--- src/sv/lrs_pkg.sv ---
package lrs_pkg;

   // Default sample width and fixed-point fraction of the gain
   localparam int SAMPLE_BITS_DEF = 16;
   localparam int FRAC_BITS       = 16;

   // Configuration register indexes
   localparam int CSR_INDEX_BITS = 2;
   localparam logic [CSR_INDEX_BITS-1:0] REG_IN_LOW   = 2'd0;
   localparam logic [CSR_INDEX_BITS-1:0] REG_IN_HIGH  = 2'd1;
   localparam logic [CSR_INDEX_BITS-1:0] REG_OUT_LOW  = 2'd2;
   localparam logic [CSR_INDEX_BITS-1:0] REG_OUT_HIGH = 2'd3;

   // Result status codes
   localparam logic [1:0] STAT_IN_RANGE  = 2'd0;
   localparam logic [1:0] STAT_CLAMP_HI  = 2'd1;
   localparam logic [1:0] STAT_CLAMP_LO  = 2'd2;
   localparam logic [1:0] STAT_ZERO_GAIN = 2'd3;

   typedef struct packed {
      logic busy;
      logic zero;
   } gain_status_type;

endpackage

--- src/sv/lrs_gain_div.sv ---
module lrs_gain_div import lrs_pkg::*; #(
   parameter int SAMPLE_BITS = SAMPLE_BITS_DEF
) (
   input  logic                              clock,
   input  logic                              reset,
   input  logic                              restart,
   input  logic signed [SAMPLE_BITS-1:0]     in_low,
   input  logic signed [SAMPLE_BITS-1:0]     in_high,
   input  logic signed [SAMPLE_BITS-1:0]     out_low,
   input  logic signed [SAMPLE_BITS-1:0]     out_high,
   output logic [SAMPLE_BITS+FRAC_BITS-1:0]  gain,
   output gain_status_type                   status
);

   localparam int SB     = SAMPLE_BITS;
   localparam int PROD_W = SB + FRAC_BITS;
   localparam int NW     = SB + FRAC_BITS + 2;   // signed numerator
   localparam int NM     = NW - 1;               // numerator magnitude
   localparam int CNT_W  = $clog2(NM + 1);

   localparam logic [2:0] ST_IDLE = 3'd0;
   localparam logic [2:0] ST_SPAN = 3'd1;
   localparam logic [2:0] ST_LOAD = 3'd2;
   localparam logic [2:0] ST_DIV  = 3'd3;
   localparam logic [2:0] ST_DONE = 3'd4;

   logic [2:0]          state_ff, state_in;
   logic signed [SB:0]  in_span_ff, in_span_in;
   logic signed [SB:0]  out_span_ff, out_span_in;
   logic [SB-1:0]       rem_ff, rem_in;
   logic [NM-1:0]       quo_ff, quo_in;
   logic [SB-1:0]       den_ff, den_in;
   logic                neg_ff, neg_in;
   logic [CNT_W-1:0]    cnt_ff, cnt_in;
   logic [PROD_W-1:0]   gain_ff, gain_in;
   logic                zero_ff, zero_in;

   logic signed [SB:0]  span_adj;
   logic signed [SB:0]  half_span;
   logic signed [NW-1:0] num;
   logic [NW-1:0]       num_abs;
   logic [SB:0]         den_abs;
   logic [SB:0]         trial;
   logic [SB:0]         trial_diff;
   logic [NM-1:0]       quo_neg;

   // Half the span, truncated toward zero, then the rounded numerator
   assign span_adj  = in_span_ff + {{SB{1'b0}}, in_span_ff[SB]};
   assign half_span = span_adj >>> 1;
   assign num = {{(NW-SB-1-FRAC_BITS){out_span_ff[SB]}}, out_span_ff, {FRAC_BITS{1'b0}}}
              + {{(NW-SB-1){half_span[SB]}}, half_span};
   assign num_abs = num[NW-1] ? (~num + NW'(1)) : num;
   assign den_abs = in_span_ff[SB] ? (~in_span_ff + (SB+1)'(1)) : in_span_ff;

   // One quotient bit a cycle
   assign trial      = {rem_ff, quo_ff[NM-1]};
   assign trial_diff = trial - {1'b0, den_ff};
   assign quo_neg    = ~quo_ff + NM'(1);

   always_comb begin
      state_in    = state_ff;
      in_span_in  = in_span_ff;
      out_span_in = out_span_ff;
      rem_in      = rem_ff;
      quo_in      = quo_ff;
      den_in      = den_ff;
      neg_in      = neg_ff;
      cnt_in      = cnt_ff;
      gain_in     = gain_ff;
      zero_in     = zero_ff;
      case (state_ff)
         ST_IDLE: begin
            state_in = ST_IDLE;
         end
         ST_SPAN: begin
            in_span_in  = {in_high[SB-1], in_high} - {in_low[SB-1], in_low};
            out_span_in = {out_high[SB-1], out_high} - {out_low[SB-1], out_low};
            state_in    = ST_LOAD;
         end
         ST_LOAD: begin
            if (in_span_ff == '0) begin
               gain_in  = '0;
               zero_in  = 1'b1;
               state_in = ST_IDLE;
            end else begin
               rem_in   = '0;
               quo_in   = num_abs[NM-1:0];
               den_in   = den_abs[SB-1:0];
               neg_in   = num[NW-1] ^ in_span_ff[SB];
               cnt_in   = CNT_W'(NM);
               state_in = ST_DIV;
            end
         end
         ST_DIV: begin
            if (!trial_diff[SB]) begin
               rem_in = trial_diff[SB-1:0];
               quo_in = {quo_ff[NM-2:0], 1'b1};
            end else begin
               rem_in = trial[SB-1:0];
               quo_in = {quo_ff[NM-2:0], 1'b0};
            end
            cnt_in = cnt_ff - CNT_W'(1);
            if (cnt_ff == CNT_W'(1)) begin
               state_in = ST_DONE;
            end
         end
         ST_DONE: begin
            gain_in  = neg_ff ? quo_neg[PROD_W-1:0] : quo_ff[PROD_W-1:0];
            zero_in  = (quo_ff == '0);
            state_in = ST_IDLE;
         end
         default: begin
            state_in = ST_IDLE;
         end
      endcase
      // A new write always restarts from the updated registers
      if (restart) begin
         state_in = ST_SPAN;
      end
   end

   always_ff @(posedge clock) begin
      if (reset) begin
         state_ff <= ST_IDLE;
         gain_ff  <= PROD_W'(1) << FRAC_BITS;
         zero_ff  <= 1'b0;
      end else begin
         state_ff <= state_in;
         gain_ff  <= gain_in;
         zero_ff  <= zero_in;
      end
   end

   always_ff @(posedge clock) begin
      in_span_ff  <= in_span_in;
      out_span_ff <= out_span_in;
      rem_ff      <= rem_in;
      quo_ff      <= quo_in;
      den_ff      <= den_in;
      neg_ff      <= neg_in;
      cnt_ff      <= cnt_in;
   end

   assign gain        = gain_ff;
   assign status.busy = (state_ff != ST_IDLE);
   assign status.zero = zero_ff;

endmodule

--- src/sv/linear_range_scaler.sv ---
// Channel   Ports                                          Handshake
// request   start, busy, req_sample                        taken when start && !busy
// result    rsp_valid, rsp_scaled_value, rsp_sat_status    one-cycle strobe, no stall
// config    csr_wr_en, csr_index, csr_wdata                taken when csr_wr_en
//
// One sample is taken per cycle while busy is low; its result passes the input register,
// clamp, multiply and offset registers in that order before its result strobe rises.
// A config write starts the gain divider, which retires one quotient bit a cycle: busy
// then stays high through the span, load, divide and done states, or only through the
// span and load states for a zero input span. After reset the ranges are full scale and
// the gain is 1.0, busy low. The result side cannot stall, so the pipeline never holds.
module linear_range_scaler import lrs_pkg::*; #(
   parameter int SAMPLE_BITS = SAMPLE_BITS_DEF
) (
   input  logic                          clock,
   input  logic                          reset,
   input  logic                          start,
   output logic                          busy,
   input  logic signed [SAMPLE_BITS-1:0] req_sample,
   output logic                          rsp_valid,
   output logic signed [SAMPLE_BITS-1:0] rsp_scaled_value,
   output logic [1:0]                    rsp_sat_status,
   input  logic                          csr_wr_en,
   input  logic [CSR_INDEX_BITS-1:0]     csr_index,
   input  logic [SAMPLE_BITS-1:0]        csr_wdata
);

   localparam int SB     = SAMPLE_BITS;
   localparam int PROD_W = SB + FRAC_BITS;
   localparam logic [PROD_W-1:0] ROUND_HALF = PROD_W'(1) << (FRAC_BITS - 1);

   logic signed [SB-1:0] in_low_ff, in_low_in;
   logic signed [SB-1:0] in_high_ff, in_high_in;
   logic signed [SB-1:0] out_low_ff, out_low_in;
   logic signed [SB-1:0] out_high_ff, out_high_in;

   logic [PROD_W-1:0]    gain;
   gain_status_type      gain_status;

   logic                 v0_ff, v1_ff, v2_ff, v3_ff;
   logic signed [SB-1:0] sample_ff;
   logic signed [SB:0]   diff_ff, diff_in;
   logic [1:0]           stat1_ff, stat1_in;
   logic [1:0]           stat2_ff;
   logic [PROD_W-1:0]    prod_ff, prod_in;
   logic signed [SB-1:0] value_ff, value_in;
   logic [1:0]           stat3_ff, stat3_in;

   logic signed [SB-1:0] clamped;
   logic [PROD_W-1:0]    diff_ext;
   logic                 accept;

   always_comb begin
      in_low_in   = in_low_ff;
      in_high_in  = in_high_ff;
      out_low_in  = out_low_ff;
      out_high_in = out_high_ff;
      if (csr_wr_en) begin
         case (csr_index)
            REG_IN_LOW:   in_low_in   = csr_wdata;
            REG_IN_HIGH:  in_high_in  = csr_wdata;
            REG_OUT_LOW:  out_low_in  = csr_wdata;
            REG_OUT_HIGH: out_high_in = csr_wdata;
            default: begin
               in_low_in = in_low_ff;
            end
         endcase
      end
   end

   always_ff @(posedge clock) begin
      if (reset) begin
         in_low_ff   <= {1'b1, {(SB-1){1'b0}}};
         in_high_ff  <= {1'b0, {(SB-1){1'b1}}};
         out_low_ff  <= {1'b1, {(SB-1){1'b0}}};
         out_high_ff <= {1'b0, {(SB-1){1'b1}}};
      end else begin
         in_low_ff   <= in_low_in;
         in_high_ff  <= in_high_in;
         out_low_ff  <= out_low_in;
         out_high_ff <= out_high_in;
      end
   end

   lrs_gain_div #(
      .SAMPLE_BITS (SAMPLE_BITS)
   ) u_gain_div (
      .clock    (clock),
      .reset    (reset),
      .restart  (csr_wr_en),
      .in_low   (in_low_ff),
      .in_high  (in_high_ff),
      .out_low  (out_low_ff),
      .out_high (out_high_ff),
      .gain     (gain),
      .status   (gain_status)
   );

   assign busy   = gain_status.busy;
   assign accept = start && !busy;

   // Clamp; an inverted range clamps high first
   always_comb begin
      clamped  = sample_ff;
      stat1_in = STAT_IN_RANGE;
      if (sample_ff > in_high_ff) begin
         clamped  = in_high_ff;
         stat1_in = STAT_CLAMP_HI;
      end else if (sample_ff < in_low_ff) begin
         clamped  = in_low_ff;
         stat1_in = STAT_CLAMP_LO;
      end
      diff_in = {clamped[SB-1], clamped} - {in_low_ff[SB-1], in_low_ff};
   end

   // Only the low PROD_W bits of the product reach the output
   assign diff_ext = {{(PROD_W-SB-1){diff_ff[SB]}}, diff_ff};
   assign prod_in  = gain * diff_ext + ROUND_HALF;

   always_comb begin
      if (gain_status.zero) begin
         value_in = '0;
         stat3_in = STAT_ZERO_GAIN;
      end else begin
         value_in = prod_ff[PROD_W-1:FRAC_BITS] + out_low_ff;
         stat3_in = stat2_ff;
      end
   end

   always_ff @(posedge clock) begin
      if (reset) begin
         v0_ff <= 1'b0;
         v1_ff <= 1'b0;
         v2_ff <= 1'b0;
         v3_ff <= 1'b0;
      end else begin
         v0_ff <= accept;
         v1_ff <= v0_ff;
         v2_ff <= v1_ff;
         v3_ff <= v2_ff;
      end
   end

   always_ff @(posedge clock) begin
      sample_ff <= req_sample;
      diff_ff   <= diff_in;
      stat1_ff  <= stat1_in;
      prod_ff   <= prod_in;
      stat2_ff  <= stat1_ff;
      value_ff  <= value_in;
      stat3_ff  <= stat3_in;
   end

   assign rsp_valid        = v3_ff;
   assign rsp_scaled_value = value_ff;
   assign rsp_sat_status   = stat3_ff;

endmodule

--- config.mk ---
export PLATFORM = sky130hd
export DESIGN_NAME = linear_range_scaler
export DESIGN_NICKNAME = d
export VERILOG_FILES = /design/src/sv/lrs_pkg.sv /design/src/sv/lrs_gain_div.sv /design/src/sv/linear_range_scaler.sv
export SDC_FILE = /design/constraint.sdc
export NUM_CORES = 2
export LEC_CHECK = 0
export BUFFER_PORTS_ARGS = -buffer_cell sky130_fd_sc_hd__buf_4
export CORE_ASPECT_RATIO = 1.5
export CORE_MARGIN = 2
export CORE_UTILIZATION = 40
export DETAILED_ROUTE_END_ITERATION = 7
export GPL_ROUTABILITY_DRIVEN = 0
export GPL_TIMING_DRIVEN = 0
export MAX_ROUTING_LAYER = met4
export SKIP_CTS_REPAIR_TIMING = 1
export SLEW_MARGIN = 20
export SYNTH_ARGS = -nofsm -noshare
export SYNTH_HDL_FRONTEND = slang
export SYNTH_SLANG_ARGS = --single-unit
--- constraint.sdc ---
create_clock -name clock -period 7.3 [get_ports clock]
set_clock_uncertainty 0.05 [all_clocks]
set_input_delay 1.46 -clock clock [delete_from_list [all_inputs] [get_ports clock]]
set_output_delay 1.46 -clock clock [all_outputs]
set_load 0.02 [all_outputs]
==> metrics.md <==
| Metric | Value |
|---|---|
| Period utilisation layout | 95.5% |
| Final Slew Violations | 0 |
| CP arrival | 7.36 ns |
| Initial antenna violation count | 0 |
| FF-to-FF Start | u_gain_div.gain[7] |
| Worst path max stage delay | 0.59 ns |
| Routed WL | 78.8 mm |
| Least-Margin Pin Slew | 1.18 ns |
| Design Area, Final | about 31000 sq um |
| Die area | 73100 sq um |
| Fin cells | approximately 4200 |
| Hold EP | stat2_ff[1] |
| Core region area | between 70000 and 80000 sq um |
| Synthesized area | 28400 sq um |
| Synthesis-stage register bit count | 281 |
| Critical-path cell list | clkbuf_1 -> and2_1 -> fa_1 -> inv_1 -> fa_1 -> fa_1 -> inv_1 -> fa_1 -> fa_1 -> inv_1 -> fa_1 -> inv_1 -> ha_1 -> a21o_1 -> a21oi_1 -> nand2_1 -> nor3_2 -> nor3_1 -> nor2_1 -> o31ai_2 -> a211o_1 -> a21oi_1 -> xnor2_1 |
| WL per Instance | 18.9 um |
| Vias | 21600 |
| Initial Util | 40.4% |
| Critical Path Slowest Stage Cell | dfxtp_1 |
| # clock sinks | 281 |
| Total track usage | 22.5% |
| Cts bufs inserted | 27 |
| Max-cap violation count | 0 |
| VDD IR-drop max | 0.176 mV |
| Final setup viols | 0 |
| Clock Latency Late Sink | 0.58 ns |
| Post-synth EDFFs | between 100 and 150 |
| Global route total overflow | 0 |
| Sequential cell area fraction in the yosys report | 23.6% |
| Layout Nets | 3818 |
| Distinct cell type count of the synthesized netlist | 68 |
| Die Wd | 221 um |
| Post-synthesis cell count | 3144 |
| DP HPWL | 64.8 mm |
| Ys async rst share | 0% |
| Relative slew margins | about a fifth |
| Ratio of cells with drive above 1 in the final layout | between 4 and 5% |
| Number of remaining DRC errors | 0 |
| Boundary Pins | 58 |
| Final Critical Period | about 7 ns |
| Cell Pwr Density | 180 nW/um^2 |
| Hold depth | 0 |
| Synth-to-Final Area Change | 9.18% |
| Fmax | 0.143 GHz |
| Largest net degree at the start of global routing | 47 |
| Hold path start | stat1_ff[1] |
| P_leak | between 10 and 15 nW |
| Crit Path Max Fanout | 10 |
| FF-to-FF End | prod_ff[31] |
| First-pass GRT wire length | 124 mm |
| Placed Cells | 4112 |
| CTS tree | yes |
| Yosys warns | 0 |
| Clock tree buffer depth | 3 |
| Synthesized area per cell | approximately 9 sq um |
| Worst-path clk slew | approximately 0.070 ns |
| Chip height | 330 um |
| Most Frequent Cell on Critical Path | fa_1 |
| WP data required | 7.68 ns |
| Status | finished clean |
| Dpl cell area | 30000 sq um |
| Worst hold path type | flop to flop |
| Reg2Reg Depth | 23 |
| Ys flop type | dfxtp_1 |
| IO Port Bufs | between 50 and 60 |
| RSZ-0062 raised after global routing | no |
| Worst Setup SP | u_gain_div.gain[7] |
| Clk root buf | clkbuf_16 |
| Vias per cell | 5.19 |
| FP Rows | 119 |
| Multi-input combinational cell area | 19500 sq um |
| Initial drt markers | 1030 |
| Number of global-route vias before repair | between 20000 and 25000 |
| Crit path capture type | flop |
| Crit path kind | flop to flop |
| Worst Setup Start Kind | flop |
| Register cell area after layout | approximately 6700 sq um |
| H-tree Lvls | 1 |
| # fillers | 6936 |
| Final Hold Fails | 0 |
| Reg-to-reg slack, setup | between 0.3 and 0.4 ns |
| Post-synthesis net count | 3730 |
| TritonRoute pass-1 iters | 5 |
| Post-DRT Antenna Nets | 0 |
logic make-up (layout without fill, tap and decap cells):
family | Yosys count | in the layout | synth area share [%]
AND/OR/NAND/NOR | 1017 | 1017 | 17.4
buffers and inverters | 601 | 709 | 7.96
adder cells (fa/ha/maj) | 548 | 548 | 32.8
AO/OA/AOI/OAI | 430 | 430 | 9.79
flip-flops | 281 | 281 | 23.6
XOR/XNOR | 219 | 219 | 6.76
multiplexers | 48 | 48 | 1.71
other | 0 | 2 | 0
synth_stat cells, types with 7 or more instances:
master	n	area share (%)
inv_1	466	6.2
nand2_1	394	5.2
fa_1	325	23
ha_1	223	9.8
and2_1	191	4.2
nor2_1	183	2.4
dfxtp_1	175	12
xnor2_1	161	5.0
a21oi_1	145	2.6
clkbuf_1	131	1.7
edfxtp_1	106	11
o21ai_0	77	1.4
xor2_1	58	1.8
mux2i_1	45	1.6
a21o_1	39	1.0
nand3_1	39	0.69
nor3_1	32	0.56
nor2b_1	30	0.66
a22oi_1	29	0.77
nand2b_1	26	0.57
a211o_1	22	0.68
nand4_1	21	0.46
and3_1	20	0.44
o31ai_1	19	0.50
or3_1	19	0.42
nand3b_1	17	0.45
a211oi_1	12	0.32
nor4_1	12	0.26
o21bai_1	10	0.26
o21a_1	9	0.24
a21boi_0	7	0.19
sequential cells by signal, summed over array words and instances (netlist names), 2 cells and up:
name and cells:
u_gain_div.quo_ff 33, u_gain_div.gain 32, diff_ff 17, u_gain_div.in_span_ff 17, u_gain_div.out_span_ff 17, in_high_ff 16
in_low_ff 16, out_high_ff 16, out_low_ff 16, prod_ff 16, rsp_scaled_value 16, sample_ff 16
u_gain_div.den_ff 16, u_gain_div.rem_ff 16, u_gain_div.cnt_ff 6, u_gain_div.state_ff 3, rsp_sat_status 2, stat1_ff 2
stat2_ff 2
power breakdown:
part | total, mW | switching [mW] | leakage [nW] | internal, mW
Sequential | 2.01 | 0.169 | 2.40 | 1.84
Combinational | 2.10 | 1.33 | 11.0 | 0.768
Clock | 1.47 | 0.659 | 0.429 | 0.814
Total | 5.58 | 2.16 | 13.8 | 3.42
per-stage QoR:
stage                     total power, mW  hold WS [ns]  setup WS (ns)  util [%]  setup TNS (ns)
after floorplan                      3.34         0.260           1.21         -               0
after global placement               4.11         0.262         -0.509      42.7          -10.73
after detailed placement             4.12         0.264         -0.527      42.8           -2.94
after CTS                            5.62         0.279         -0.573      44.1           -3.50
after global routing                 5.91         0.293         0.0165      44.1               0
final                                5.58         0.276          0.325      44.2               0
layer usage:
| metal | GRT usage (%) | up-vias | part of all wire, % |
|---|---|---|---|
| li1 | - | 10300 | - |
| met1 | 23.5 | 10600 | 38 |
| met2 | 42.6 | 470 | 54 |
| met3 | 1.34 | 194 | 2.8 |
| met4 | 11.2 | 0 | 5.7 |
| met5 | - | - | 0 |
cell type report:
type,count,share of cell area (%)
Multi-Input combinational cell,2262,62.9
Clock inverter,15,0.566
Tap cell,907,3.66
Sequential cell,281,21.6
Inverter,466,5.65
Clock buffer,34,2.33
Timing Repair Buffer,61,1.62
Antenna cell,2,0.0162
Buffer,133,1.68
critical path: cells and delay by family (launching register included):
kind                     cells  cell delay (ns)
adder cells (fa/ha/maj)      7             3.13
AND/OR/NAND/NOR              5             1.20
AO/OA/AOI/OAI                5             1.03
buffers and inverters        5             0.74
flip-flops                   1             0.59
XOR/XNOR                     1             0.09
how the worst max path moves through the flow:
stage | end | slack (ns) | depth (start not counted)
5_1_grt | u_gain_div.quo_ff[14] | 0.02 | 20
6_report | prod_ff[31] | 0.33 | 23
3_3_place_gp | u_gain_div.quo_ff[31] | -0.51 | 21
4_1_cts | prod_ff[31] | -0.57 | 23
2_1_floorplan | u_gain_div.quo_ff[31] | 1.21 | 21
3_5_place_dp | prod_ff[31] | -0.53 | 23
layout by cell type (no fill, tap or decap), types with 31 or more instances in the layout:
master,instances
edfxtp_1,106
nand2_1,394
nor3_1,31
xor2_1,58
o21ai_0,77
a21oi_1,145
ha_1,223
nor2_1,183
clkbuf_1,120
dfxtp_1,175
buf_4,58
nand3_1,39
mux2i_1,45
a21o_1,39
inv_1,465
and2_1,191
fa_1,325
xnor2_1,159
Power figures use the tool's default switching activity.
